### config.mk
export PLATFORM = sky130hd
export DESIGN_NAME = linear_interp_audio_resampler
export DESIGN_NICKNAME = d
export VERILOG_FILES = /design/src/lires_pkg.sv /design/src/lires_front.sv /design/src/lires_lerp.sv /design/src/lires_back.sv /design/src/linear_interp_audio_resampler.sv
export SDC_FILE = /design/constraint.sdc
export NUM_CORES = 2
export LEC_CHECK = 0
export BUFFER_PORTS_ARGS = -buffer_cell sky130_fd_sc_hd__buf_2
export CORE_UTILIZATION = 40
export DETAILED_ROUTE_END_ITERATION = 16
export GPL_ROUTABILITY_DRIVEN = 0
export PLACE_DENSITY = 0.63
export SYNTH_ARGS = -nofsm -noshare
export SYNTH_HDL_FRONTEND = slang
export SYNTH_HIERARCHICAL = 1
export SYNTH_SLANG_ARGS = --single-unit
### constraint.sdc
create_clock -name clk -period 14.7 [get_ports clk]
set_clock_uncertainty 0.1 [all_clocks]
set_input_delay 1.47 -clock clk [delete_from_list [all_inputs] [get_ports clk]]
set_output_delay 1.47 -clock clk [all_outputs]
set_load 0.03 [all_outputs]
### src/lires_pkg.sv
// ---------------------------------------------------------------------------
// lires_pkg: shared types and constants of the linear interpolation resampler
// Item layouts, configuration register indexes and output format codes.
// ---------------------------------------------------------------------------
package lires_pkg;

  typedef struct packed {
    logic [15:0] left_sample;
    logic [15:0] right_sample;
    logic        last_frame;
  } in_item_t;

  typedef struct packed {
    logic [15:0] out_left;
    logic [15:0] out_right;
    logic        last_output;
  } out_item_t;

  typedef struct packed {
    logic [19:0] phase_step;
    logic [15:0] start_phase;
    logic [23:0] main_outputs;
    logic [5:0]  tail_outputs;
    logic        stereo_mode;
    logic        wide_input;
    logic        signed_input;
    logic [1:0]  out_format;
  } cfg_t;

  localparam int CFG_INDEX_W = 3;
  localparam int CFG_DATA_W  = 24;

  localparam logic [CFG_INDEX_W-1:0] REG_PHASE_STEP   = 3'd0;
  localparam logic [CFG_INDEX_W-1:0] REG_START_PHASE  = 3'd1;
  localparam logic [CFG_INDEX_W-1:0] REG_MAIN_OUTPUTS = 3'd2;
  localparam logic [CFG_INDEX_W-1:0] REG_TAIL_OUTPUTS = 3'd3;
  localparam logic [CFG_INDEX_W-1:0] REG_STEREO_MODE  = 3'd4;
  localparam logic [CFG_INDEX_W-1:0] REG_WIDE_INPUT   = 3'd5;
  localparam logic [CFG_INDEX_W-1:0] REG_SIGNED_INPUT = 3'd6;
  localparam logic [CFG_INDEX_W-1:0] REG_OUT_FORMAT   = 3'd7;

  localparam logic [1:0] FMT_S8  = 2'd0;
  localparam logic [1:0] FMT_U8  = 2'd1;
  localparam logic [1:0] FMT_S16 = 2'd2;

  localparam logic [19:0] MIN_STEP   = 20'd2048;
  localparam logic [16:0] FRAC_ONE   = 17'h10000;
  localparam logic [5:0]  MAX_TAIL   = 6'd32;

endpackage

### src/lires_front.sv
// ---------------------------------------------------------------------------
// lires_front: input queue of the resampler
// Accepts source frames and holds them until the sequencer takes them.
// ---------------------------------------------------------------------------
module lires_front import lires_pkg::*; #(
  parameter int DEPTH = 4
) (
  input  logic     clk,
  input  logic     rst,
  input  logic     in_valid,
  output logic     in_ready,
  input  in_item_t in_item,
  output logic     q_valid,
  input  logic     q_ready,
  output in_item_t q_item
);

  localparam int PTR_W = (DEPTH > 1) ? $clog2(DEPTH) : 1;
  localparam int CNT_W = $clog2(DEPTH + 1);
  localparam logic [PTR_W-1:0] LAST_PTR = PTR_W'(DEPTH - 1);
  localparam logic [CNT_W-1:0] FULL_CNT = CNT_W'(DEPTH);

  in_item_t         slots [DEPTH];
  logic [PTR_W-1:0] wr_ptr;
  logic [PTR_W-1:0] rd_ptr;
  logic [CNT_W-1:0] count;
  logic             push;
  logic             pop;

  assign in_ready = (count != FULL_CNT);
  assign q_valid  = (count != '0);
  assign q_item   = slots[rd_ptr];
  assign push     = in_valid && in_ready;
  assign pop      = q_valid && q_ready;

  always_ff @(posedge clk) begin
    if (push) begin
      slots[wr_ptr] <= in_item;
    end
  end

  always_ff @(posedge clk) begin
    if (rst) begin
      wr_ptr <= '0;
      rd_ptr <= '0;
      count  <= '0;
    end else begin
      if (push) begin
        wr_ptr <= (wr_ptr == LAST_PTR) ? '0 : wr_ptr + 1'b1;
      end
      if (pop) begin
        rd_ptr <= (rd_ptr == LAST_PTR) ? '0 : rd_ptr + 1'b1;
      end
      if (push && !pop) begin
        count <= count + 1'b1;
      end else if (pop && !push) begin
        count <= count - 1'b1;
      end
    end
  end

endmodule

### src/lires_lerp.sv
// ---------------------------------------------------------------------------
// lires_lerp: one channel of the interpolation datapath
// Conditions two raw samples, blends them with one multiply and formats.
// ---------------------------------------------------------------------------
module lires_lerp import lires_pkg::*; (
  input  logic [15:0] a_raw,
  input  logic [15:0] b_raw,
  input  logic [16:0] frac,
  input  logic        wide_input,
  input  logic        signed_input,
  input  logic [1:0]  out_format,
  output logic [15:0] result
);

  logic [15:0]        a_u;
  logic [15:0]        b_u;
  logic signed [16:0] diff;
  logic signed [34:0] prod;
  logic signed [34:0] acc;
  logic [31:0]        acc_lo;

  always_comb begin
    a_u = wide_input ? a_raw : {8'h00, a_raw[7:0]};
    b_u = wide_input ? b_raw : {8'h00, b_raw[7:0]};
    if (signed_input) begin
      if (wide_input) begin
        a_u[15] = ~a_u[15];
        b_u[15] = ~b_u[15];
      end else begin
        a_u[7] = ~a_u[7];
        b_u[7] = ~b_u[7];
      end
    end
  end

  // a*(1-f) + b*f is rewritten as a*2^16 + (b-a)*f, one multiplier.
  assign diff   = $signed({1'b0, b_u}) - $signed({1'b0, a_u});
  assign prod   = 35'(diff * $signed({1'b0, frac}));
  assign acc    = $signed({3'b000, a_u, 16'h0000}) + prod;
  assign acc_lo = acc[31:0];

  always_comb begin
    if (wide_input) begin
      result = acc_lo[31:16] - 16'h8000;
    end else begin
      case (out_format)
        FMT_S8:  result = {8'h00, acc_lo[23:16] - 8'h80};
        FMT_U8:  result = {8'h00, acc_lo[23:16]};
        default: result = acc_lo[23:8] - 16'h8000;
      endcase
    end
  end

endmodule

### src/lires_back.sv
// ---------------------------------------------------------------------------
// lires_back: stream sequencer and output pipeline of the resampler
// Walks the phase over each frame pair, emits the tail, and formats results.
// ---------------------------------------------------------------------------
module lires_back import lires_pkg::*; (
  input  logic      clk,
  input  logic      rst,
  input  cfg_t      cfg,
  input  logic      q_valid,
  output logic      q_ready,
  input  in_item_t  q_item,
  output logic      out_valid,
  input  logic      out_ready,
  output out_item_t out_item
);

  localparam logic [1:0] S_IDLE = 2'd0;
  localparam logic [1:0] S_MAIN = 2'd1;
  localparam logic [1:0] S_TAIL = 2'd2;

  logic [1:0]  state;
  logic [15:0] prev_left;
  logic [15:0] prev_right;
  logic        have_prev;
  logic [15:0] phase_frac;
  logic [4:0]  frames_to_skip;
  logic [23:0] outputs_done;
  logic [4:0]  tail_left;
  in_item_t    cur;

  // Issue stage registers.
  logic        s1_valid;
  logic [15:0] s1_al;
  logic [15:0] s1_ar;
  logic [15:0] s1_bl;
  logic [15:0] s1_br;
  logic [16:0] s1_frac;
  logic        s1_fin;

  logic        adv;
  logic        pop;
  logic        hold_ok;
  logic [19:0] step_eff;
  logic [20:0] sum;
  logic        carry;
  logic        more;
  logic        main_emit;
  logic        main_end;
  logic        tail_emit;
  logic        finish;
  in_item_t    fin_item;
  logic [4:0]  tail_init;
  logic [15:0] res_l;
  logic [15:0] res_r;

  assign adv       = !out_valid || out_ready;
  assign pop       = (state == S_IDLE) && q_valid;
  assign q_ready   = (state == S_IDLE);
  assign hold_ok   = have_prev && (frames_to_skip == '0);
  assign step_eff  = (cfg.phase_step < MIN_STEP) ? MIN_STEP : cfg.phase_step;
  assign sum       = {5'b00000, phase_frac} + {1'b0, step_eff};
  assign carry     = (sum[20:16] != '0);
  assign more      = (outputs_done < cfg.main_outputs);
  assign main_emit = (state == S_MAIN) && adv && more;
  assign main_end  = (state == S_MAIN) && adv && (!more || carry);
  assign tail_emit = (state == S_TAIL) && adv;
  assign finish    = (pop && !hold_ok) || main_end;
  assign fin_item  = (state == S_IDLE) ? q_item : cur;

  always_comb begin
    if (cfg.tail_outputs == '0) begin
      tail_init = '0;
    end else if (cfg.tail_outputs > MAX_TAIL) begin
      tail_init = 5'd31;
    end else begin
      tail_init = 5'(cfg.tail_outputs - 6'd1);
    end
  end

  always_ff @(posedge clk) begin
    if (rst) begin
      state          <= S_IDLE;
      have_prev      <= 1'b0;
      prev_left      <= '0;
      prev_right     <= '0;
      phase_frac     <= '0;
      frames_to_skip <= '0;
      outputs_done   <= '0;
      tail_left      <= '0;
    end else begin
      case (state)
        S_IDLE: begin
          if (pop) begin
            cur <= q_item;
            if (hold_ok) begin
              state <= S_MAIN;
            end else if (!have_prev) begin
              phase_frac     <= cfg.start_phase;
              frames_to_skip <= '0;
              outputs_done   <= '0;
            end else begin
              frames_to_skip <= frames_to_skip - 1'b1;
            end
          end
        end
        S_MAIN: begin
          if (main_emit) begin
            outputs_done <= outputs_done + 1'b1;
            phase_frac   <= sum[15:0];
            if (carry) begin
              frames_to_skip <= sum[20:16] - 1'b1;
            end
          end
        end
        S_TAIL: begin
          if (adv) begin
            if (tail_left == '0) begin
              state <= S_IDLE;
            end else begin
              tail_left <= tail_left - 1'b1;
            end
          end
        end
        default: state <= S_IDLE;
      endcase

      // End of a frame: it becomes the previous frame, or opens the tail.
      if (finish) begin
        prev_left  <= fin_item.left_sample;
        prev_right <= fin_item.right_sample;
        if (fin_item.last_frame) begin
          state          <= S_TAIL;
          tail_left      <= tail_init;
          have_prev      <= 1'b0;
          outputs_done   <= '0;
          frames_to_skip <= '0;
          phase_frac     <= cfg.start_phase;
        end else begin
          state     <= S_IDLE;
          have_prev <= 1'b1;
        end
      end
    end
  end

  // Issue stage: operands for one output.
  always_ff @(posedge clk) begin
    if (rst) begin
      s1_valid <= 1'b0;
    end else if (adv) begin
      s1_valid <= main_emit || tail_emit;
    end
  end

  always_ff @(posedge clk) begin
    if (adv) begin
      s1_al <= prev_left;
      s1_ar <= prev_right;
      if (state == S_TAIL) begin
        s1_bl   <= prev_left;
        s1_br   <= prev_right;
        s1_frac <= FRAC_ONE;
        s1_fin  <= (tail_left == '0);
      end else begin
        s1_bl   <= cur.left_sample;
        s1_br   <= cur.right_sample;
        s1_frac <= {1'b0, phase_frac};
        s1_fin  <= 1'b0;
      end
    end
  end

  lires_lerp u_lerp_left (
    .a_raw        (s1_al),
    .b_raw        (s1_bl),
    .frac         (s1_frac),
    .wide_input   (cfg.wide_input),
    .signed_input (cfg.signed_input),
    .out_format   (cfg.out_format),
    .result       (res_l)
  );

  lires_lerp u_lerp_right (
    .a_raw        (s1_ar),
    .b_raw        (s1_br),
    .frac         (s1_frac),
    .wide_input   (cfg.wide_input),
    .signed_input (cfg.signed_input),
    .out_format   (cfg.out_format),
    .result       (res_r)
  );

  // Output register.
  always_ff @(posedge clk) begin
    if (rst) begin
      out_valid <= 1'b0;
    end else if (adv) begin
      out_valid <= s1_valid;
    end
  end

  always_ff @(posedge clk) begin
    if (adv) begin
      out_item.out_left    <= res_l;
      out_item.out_right   <= cfg.stereo_mode ? res_r : 16'h0000;
      out_item.last_output <= s1_fin;
    end
  end

endmodule

### src/linear_interp_audio_resampler.sv
// ---------------------------------------------------------------------------
// linear_interp_audio_resampler: linear interpolation sample rate converter
// Turns a stream of mono or stereo source frames into interpolated output
// samples at a rate set by a 4.16 phase step, followed by a tail of copies
// of the last frame.
// ---------------------------------------------------------------------------
// The first result of a frame goes from the sequencer through the issue
// stage registers and then the output register.
// Throughput: while the output is not stalled, the sequencer emits one
// interpolated output per cycle after taking a frame (at most 32 per frame,
// plus a step if the main count runs out), then one tail copy per cycle.
// Reset (synchronous, rst high) empties the queue and pipeline, clears the
// stream state and returns the configuration registers to their defaults.
module linear_interp_audio_resampler import lires_pkg::*; #(
  parameter int QUEUE_DEPTH = 4
) (
  input  logic                   clk,
  input  logic                   rst,
  input  logic                   in_valid,
  output logic                   in_ready,
  input  in_item_t               in_item,
  output logic                   out_valid,
  input  logic                   out_ready,
  output out_item_t              out_item,
  input  logic                   cfg_valid,
  output logic                   cfg_ready,
  input  logic [CFG_INDEX_W-1:0] cfg_index,
  input  logic [CFG_DATA_W-1:0]  cfg_data
);

  // Configuration registers, writes always taken. Software must write them only
  // while the stream is idle, so the back end sees stable values; not checked.
  cfg_t cfg;

  // Queue between the front end and the sequencer.
  logic     q_valid;
  logic     q_ready;
  in_item_t q_item;

  assign cfg_ready = 1'b1;

  always_ff @(posedge clk) begin
    if (rst) begin
      cfg.phase_step   <= 20'h10000;
      cfg.start_phase  <= '0;
      cfg.main_outputs <= '0;
      cfg.tail_outputs <= 6'd1;
      cfg.stereo_mode  <= 1'b0;
      cfg.wide_input   <= 1'b0;
      cfg.signed_input <= 1'b0;
      cfg.out_format   <= FMT_S16;
    end else if (cfg_valid) begin
      case (cfg_index)
        REG_PHASE_STEP:   cfg.phase_step   <= cfg_data[19:0];
        REG_START_PHASE:  cfg.start_phase  <= cfg_data[15:0];
        REG_MAIN_OUTPUTS: cfg.main_outputs <= cfg_data[23:0];
        REG_TAIL_OUTPUTS: cfg.tail_outputs <= cfg_data[5:0];
        REG_STEREO_MODE:  cfg.stereo_mode  <= cfg_data[0];
        REG_WIDE_INPUT:   cfg.wide_input   <= cfg_data[0];
        REG_SIGNED_INPUT: cfg.signed_input <= cfg_data[0];
        REG_OUT_FORMAT:   cfg.out_format   <= cfg_data[1:0];
        default: ;
      endcase
    end
  end

  // The front end buffers incoming frames so that the source is not held
  // up while the sequencer is busy with the outputs of an earlier frame.
  lires_front #(
    .DEPTH (QUEUE_DEPTH)
  ) u_front (
    .clk      (clk),
    .rst      (rst),
    .in_valid (in_valid),
    .in_ready (in_ready),
    .in_item  (in_item),
    .q_valid  (q_valid),
    .q_ready  (q_ready),
    .q_item   (q_item)
  );

  // The back end tracks the phase, skips source frames on large steps,
  // counts main outputs, repeats the last frame for the tail, and runs the
  // multiply and formatting pipeline into the output register.
  lires_back u_back (
    .clk       (clk),
    .rst       (rst),
    .cfg       (cfg),
    .q_valid   (q_valid),
    .q_ready   (q_ready),
    .q_item    (q_item),
    .out_valid (out_valid),
    .out_ready (out_ready),
    .out_item  (out_item)
  );

endmodule
After elaboration in Yosys (flattened, before gate mapping)
Memory sizes are Yosys's and may differ from the RTL's. A register that Yosys moved wholly into a read port is not among the register bits.
Index checks and enable logic that the tools add are counted.
- add/sub/neg operators: 20
- $mul: 2
- mux-type cells: 74
- bitwise logic cells: 9
- equal/unequal tests: 18
- reduce and logical (&&, ||, !) cells: 38
- magnitude comparators: 3
- operator list (operator ; count):
    2-to-1 mux 16 bit ; 14
    2-to-1 mux 24 bit ; 6
    case mux 16 bit (2 select lines) ; 3
    2-to-1 mux 5 bit ; 14
    adder 32 bit ; 2
    multiplier 17 x 18 -> 32 bit ; 2
    subtractor 16 bit (second input constant) ; 4
    case mux 24 bit (2 select lines) ; 1
    subtractor 16 x 16 -> 17 bit ; 2
    2-to-1 mux 33 bit ; 1
    adder 24 x 1 -> 24 bit (second input constant) ; 1
    < comparator 24 bit ; 1
    adder 16 x 20 -> 21 bit ; 1
    < comparator 20 x 12 -> 1 bit (second input constant) ; 1
    2-to-1 mux 2 bit ; 10
    2-to-1 mux 20 bit ; 1
    subtractor 5 x 1 -> 5 bit (second input constant) ; 4
    2-to-1 mux 1 bit ; 19
    2-to-1 mux 17 bit ; 1
    AND reduction 2 bit ; 8
    subtractor 8 bit (second input constant) ; 2
    equality test 3 bit (second input constant) ; 4
    logical AND 1 bit ; 10
    zero test 5 bit ; 2
    26 further kinds ; 50
- memories: 1
- word-level logic and storage cells: 199
- input bits: 65
- RAM bits: 132
- register bits: 313
- output and inout bits: 36
- memories (name ; words ; bits a word ; read ports ; clocked after Yosys merged registers in ; wr ports ; line ; RTL):
    u_front.slots ; 4 ; 33 ; 1 ; 1 ; 1 ; lires_front.sv:23 ; in_item_t slots [DEPTH];

Depth between registers and ports, before layout
- word-level depth: 10
- depth in mapped cells: 36
- mapped depth without buffers: 34

Modules after synthesis
Netlist, hierarchy kept.
- modules (own cells, without submodules) (module ; area each (um2) ; cells an instance ; times used ; sequential area each (um2)):
    lires_back ; 11228.3 ; 1067 ; 1 ; 6185.9
    lires_lerp at u_back.u_lerp_left ; 10856.7 ; 1290 ; 1 ; 0.0
    lires_lerp at u_back.u_lerp_right ; 10836.6 ; 1273 ; 1 ; 0.0
    lires_front ; 5235.0 ; 221 ; 1 ; 4144.0
    linear_interp_audio_resampler ; 2975.4 ; 274 ; 1 ; 1421.4

Worst setup path after synthesis
Ideal clock, no wire load.
- kind: register to register
- from: reg cfg[3] (netlist name)
- to: reg u_back/out_item[32] (netlist name)
- setup time: 0.261 ns
- slack: 5.982 ns
- period minus slack after synthesis: 8.718 ns
- data required time: 14.339 ns
- path buffers: 3
- stages on the path, launching flop included: 34
- arrival time: 8.358 ns
- cells stage by stage: dfxtp_1 -> clkbuf_1 -> clkbuf_1 -> nand2_1 -> ha_1 -> a21o_1 -> a21oi_1 -> o21ai_0 -> a41o_1 -> o21ai_0 -> nand2b_1 -> a21oi_1 -> xnor2_1 -> clkbuf_1 -> nand2_1 -> fa_1 -> fa_1 -> inv_1 -> fa_1 -> fa_1 -> fa_1 -> inv_1 -> fa_1 -> inv_1 -> ha_1 -> and3_1 -> a221o_1 -> a21oi_2 -> or4b_4 -> o221ai_2 -> a31oi_2 -> a211oi_2 -> xnor3_1 -> o2bb2ai_1
- cells in the longest elaborated chain, start to end: 10
- elaborated cells between the ends (all ways): 19
- those cells by class: add/sub (4); mul (1); mux (12); bitwise (2)
- ends and longest elaborated chain (item ; line ; RTL):
    2-to-1 mux 16 bit (on tied branches) ; lires_lerp.sv:24, lires_lerp.sv:23 ;
    inverter 1 bit (on tied branches) ; lires_lerp.sv:28, lires_lerp.sv:27 ;
    2-to-1 mux 1 bit ; lires_lerp.sv:26 ; if (wide_input) begin
    2-to-1 mux 1 bit ; lires_lerp.sv:25 ; if (signed_input) begin
    subtractor 16 x 16 -> 17 bit ; lires_lerp.sv:37 ; assign diff = $signed({1'b0, b_u}) - $signed({1'b0, a_u});
    multiplier 17 x 18 -> 32 bit ; lires_lerp.sv:38 ; assign prod = 35'(diff * $signed({1'b0, frac}));
    adder 32 bit ; lires_lerp.sv:39 ; assign acc = $signed({3'b000, a_u, 16'h0000}) + prod;
    subtractor 16 bit ; lires_lerp.sv:49 ; default: result = acc_lo[23:8] - 16'h8000;
    case mux 16 bit (2 select lines) ; lires_lerp.sv:46 ; case (out_format)
    2-to-1 mux 16 bit (*) ; lires_lerp.sv:43 ; if (wide_input) begin
    via u_back.res_l[15] ; lires_back.sv:53 ; logic [15:0] res_l;
Mark *: on every way through the listed nets, which the timed path passes. The rest lies on a longest branch.
A chain may end at the register's enable or synchronous reset.

Final worst setup path
- from: reg cfg[3] (netlist name)
- to: reg u_back/out_item[32] (netlist name)
- cells in the longest elaborated chain, start to end: 10
- elaborated cells between the ends (all ways): 19
- those cells by class: add/sub (4); mul (1); mux (12); bitwise (2)
- ends and longest elaborated chain (item ; line):
    2-to-1 mux 16 bit (on tied branches) ; lires_lerp.sv:24, lires_lerp.sv:23
    inverter 1 bit (on tied branches) ; lires_lerp.sv:28, lires_lerp.sv:27
    2-to-1 mux 1 bit ; lires_lerp.sv:26
    2-to-1 mux 1 bit ; lires_lerp.sv:25
    subtractor 16 x 16 -> 17 bit ; lires_lerp.sv:37
    multiplier 17 x 18 -> 32 bit ; lires_lerp.sv:38
    adder 32 bit ; lires_lerp.sv:39
    subtractor 16 bit ; lires_lerp.sv:49
    case mux 16 bit (2 select lines) ; lires_lerp.sv:46
    2-to-1 mux 16 bit (*) ; lires_lerp.sv:43
    via u_back.res_l[15] ; lires_back.sv:53
Marks and branches as above.

==> results by group <==
Clock network
  • Skew-Pair Late Insertion Delay: 620 ps
  • Clock Sinks: 447
  • Clock root cell: clkbuf_16
  • Post-CTS sizing: 0
  • H-tree depth: 2
  • Max Root-Sink Buffers: 3
  • Hold buffers post-CTS: 0
  • TritonCTS Buffers: 46
  • Post-CTS setup buffers: 0
  • Clk pin slew, worst setup/hold paths: 60 ps
  • Clock tree from TritonCTS: built

Global routing
  • First-pass GRT wire length: 158000 um
  • Global route overflow: 0
  • Antenna violations before repair: 4
  • Pin count of the biggest net entering global routing: 94
  • GRT Util Overall: 19.1%
  • Vias in the first global route: 29151

Routing
  • DR iter-0 viols: 1562
  • Drt drc: 0
  • Via count: 28406
  • DR vias/cell: 5.10
  • Detail Route Antenna Nets: 0
  • WL final: 97700 um
  • DR pass1 iterations: 6
  • Drt wl/cell: 17.6 um

Critical path
  • CP dominant cell by count: fa_1
  • Req. time, crit path: 14950 ps
  • Worst setup path class: reg2reg
  • Critical path launch point type: register
  • Slowest Stage Delay on Critical Path: 710 ps
  • Critical path capture point type: register
  • Critical-path top delay cell: nand4b_1
  • WP data arrival: 10220 ps
  • Crit path max fanout: 52

Logic synthesis
  • Mapped Area: 0.0411 mm^2
  • Net Count, Synth: 4988
  • Post-synth top area cell: fa_1
  • Sequential element share of the synthesized area: 28.6%
  • Asr flop ratio synth: 0%
  • Netlist cell types: 108
  • Synthesized area per cell: 9.97 um^2
  • Top-area cell type share of the netlist area: 23.4%
  • #FFs+latches synth: 447
  • Post-Syn Instances: 4125
  • Top FF cell, synth: edfxtp_1
  • Synth area leaders: fa_1, edfxtp_1, ha_1, dfxtp_1, inv_1
  • Ys Warns: 6
  • EDFF count, synth: 280

STA
  • Final Slew Violations: 0
  • Fin crit share: 67.8%
  • Setup TNS: 0 ps
  • WHS: 338 ps
  • RSZ-0062 raised after global routing: no
  • Worst setup slack after layout: 4730 ps
  • Max Clk Rate: 100 MHz
  • Hold Vio Cnt, Final: 0
  • Final setup violation count: 0
  • Tmin final: 9970 ps
  • Worst slew pin tran: 1130 ps
  • Slew margin rel.: 24.1%

Layout
  • Final Net Count: 5023
  • Commonest non-fill, non-tap cells in the layout: inv_1, nand2_1, fa_1
  • Layout area overhead: 8.57%
  • N_diodes: 0
  • Commonest non-fill, non-tap cell in the layout: inv_1
  • Layout cells sized above 1: 8.53%

Placed design
  • DP Wirelength: 71800 um
  • Port Buf Inserts: 99
  • Setup slack after placement: 4860 ps

Floorplanning
  • Chip width: 323 um
  • Io pins: 101
  • Starting density of the core: 40.4%
  • CORE AREA: 0.102 mm^2
  • Core Rows: 117
  • Die area: 0.104 mm^2
  • Die Y-Extent: 323 um

Flow run
  • MaxCap Viol Count: 0

Hold path
  • HP Class: reg2reg

Run status
  • Status: finished, final reports clean
worst max-delay path: cells and delay by family (launching register included):
family | cells | cell delay (ps)
compound gates | 8 | 1760
xor+xnor | 2 | 600
fa+ha+maj | 8 | 3590
buf+inv | 5 | 860
flops | 1 | 310
simple gates | 7 | 2470
path summary, 6_finish.rpt:
path | depth (start not counted) | start | to | slack [ps]
hold reg to reg | 0 | u_back/s1_fin | u_back/out_item[0] | 340
setup / recovery | 30 | cfg[3] | u_back/out_item[32] | 4730
setup reg to reg | 30 | cfg[3] | u_back/out_item[32] | 4730
hold / removal | 0 | u_back/s1_fin | u_back/out_item[0] | 340
registers in the layout, indices dropped and copies added (netlist names), 2 cells and up, named ones only:
signal / cells
cfg: 71
u_back/cur: 33
u_back/frames_to_skip: 5
u_back/out_item: 33
u_back/outputs_done: 24
u_back/phase_frac: 16
u_back/prev_left: 16
u_back/prev_right: 16
u_back/s1_al: 16
u_back/s1_ar: 16
u_back/s1_bl: 16
u_back/s1_br: 16
u_back/s1_frac: 17
u_back/state: 2
u_back/tail_left: 5
u_front/count: 3
u_front/rd_ptr: 2
u_front/slots: 132
u_front/wr_ptr: 2
final cells by class:
cell class | count | area (um^2)
Tap cell | 1368 | 1710
Clock buffer | 55 | 1220
Fill cell | 9952 | 57200
Sequential cell | 447 | 11800
Multi-Input combinational cell | 2760 | 25900
Inverter | 752 | 2830
Timing Repair Buffer | 153 | 903
Clock inverter | 30 | 317
layer usage:
metal | global-route usage [%] | vias up | wire [um]
li1 | - | 13338 | -
met1 | 26.2 | 14319 | 43600
met2 | 32.4 | 620 | 47700
met3 | 2.05 | 127 | 4150
met4 | 4.73 | 2 | 2230
met5 | 0 | - | 11
cell usage after synthesis (40+ instances only):
master / number
a21oi_1: 104
fa_1: 480
xnor2_1: 75
ha_1: 318
xor2_1: 46
o21ai_0: 108
clkbuf_1: 128
mux2i_1: 78
nand2_1: 543
inv_1: 751
dfxtp_1: 167
and2_1: 233
nor2b_1: 72
a211oi_1: 40
edfxtp_1: 280
nor2_1: 109
nand2b_1: 111
cells by family (layout without fill, tap and decap cells):
kind of cell	count (synthesis)	count (layout)	synth area share, %
compound gates	459	459	7.71
other cells	1	1	0.00912
simple gates	1258	1258	15.4
xor+xnor	122	122	2.63
buf+inv	918	990	8.65
mux	122	122	4.01
fa+ha+maj	798	798	33.0
flops	447	447	28.6
through the flow:
| stage | utilization, % | std cells | area [um^2] |
|---|---|---|---|
| floorplan | - | 4125 | 41100 |
| global placement | 42.3 | 5480 | 43100 |
| finish | 43.8 | 5565 | 44700 |
| global route | 43.8 | 5565 | 44700 |
| detailed placement | 42.3 | 5480 | 43100 |
| CTS | 43.8 | 5565 | 44700 |
Power is not shown: default switching activity piles up to over one toggle a cycle in this logic, so the estimate is an artifact.
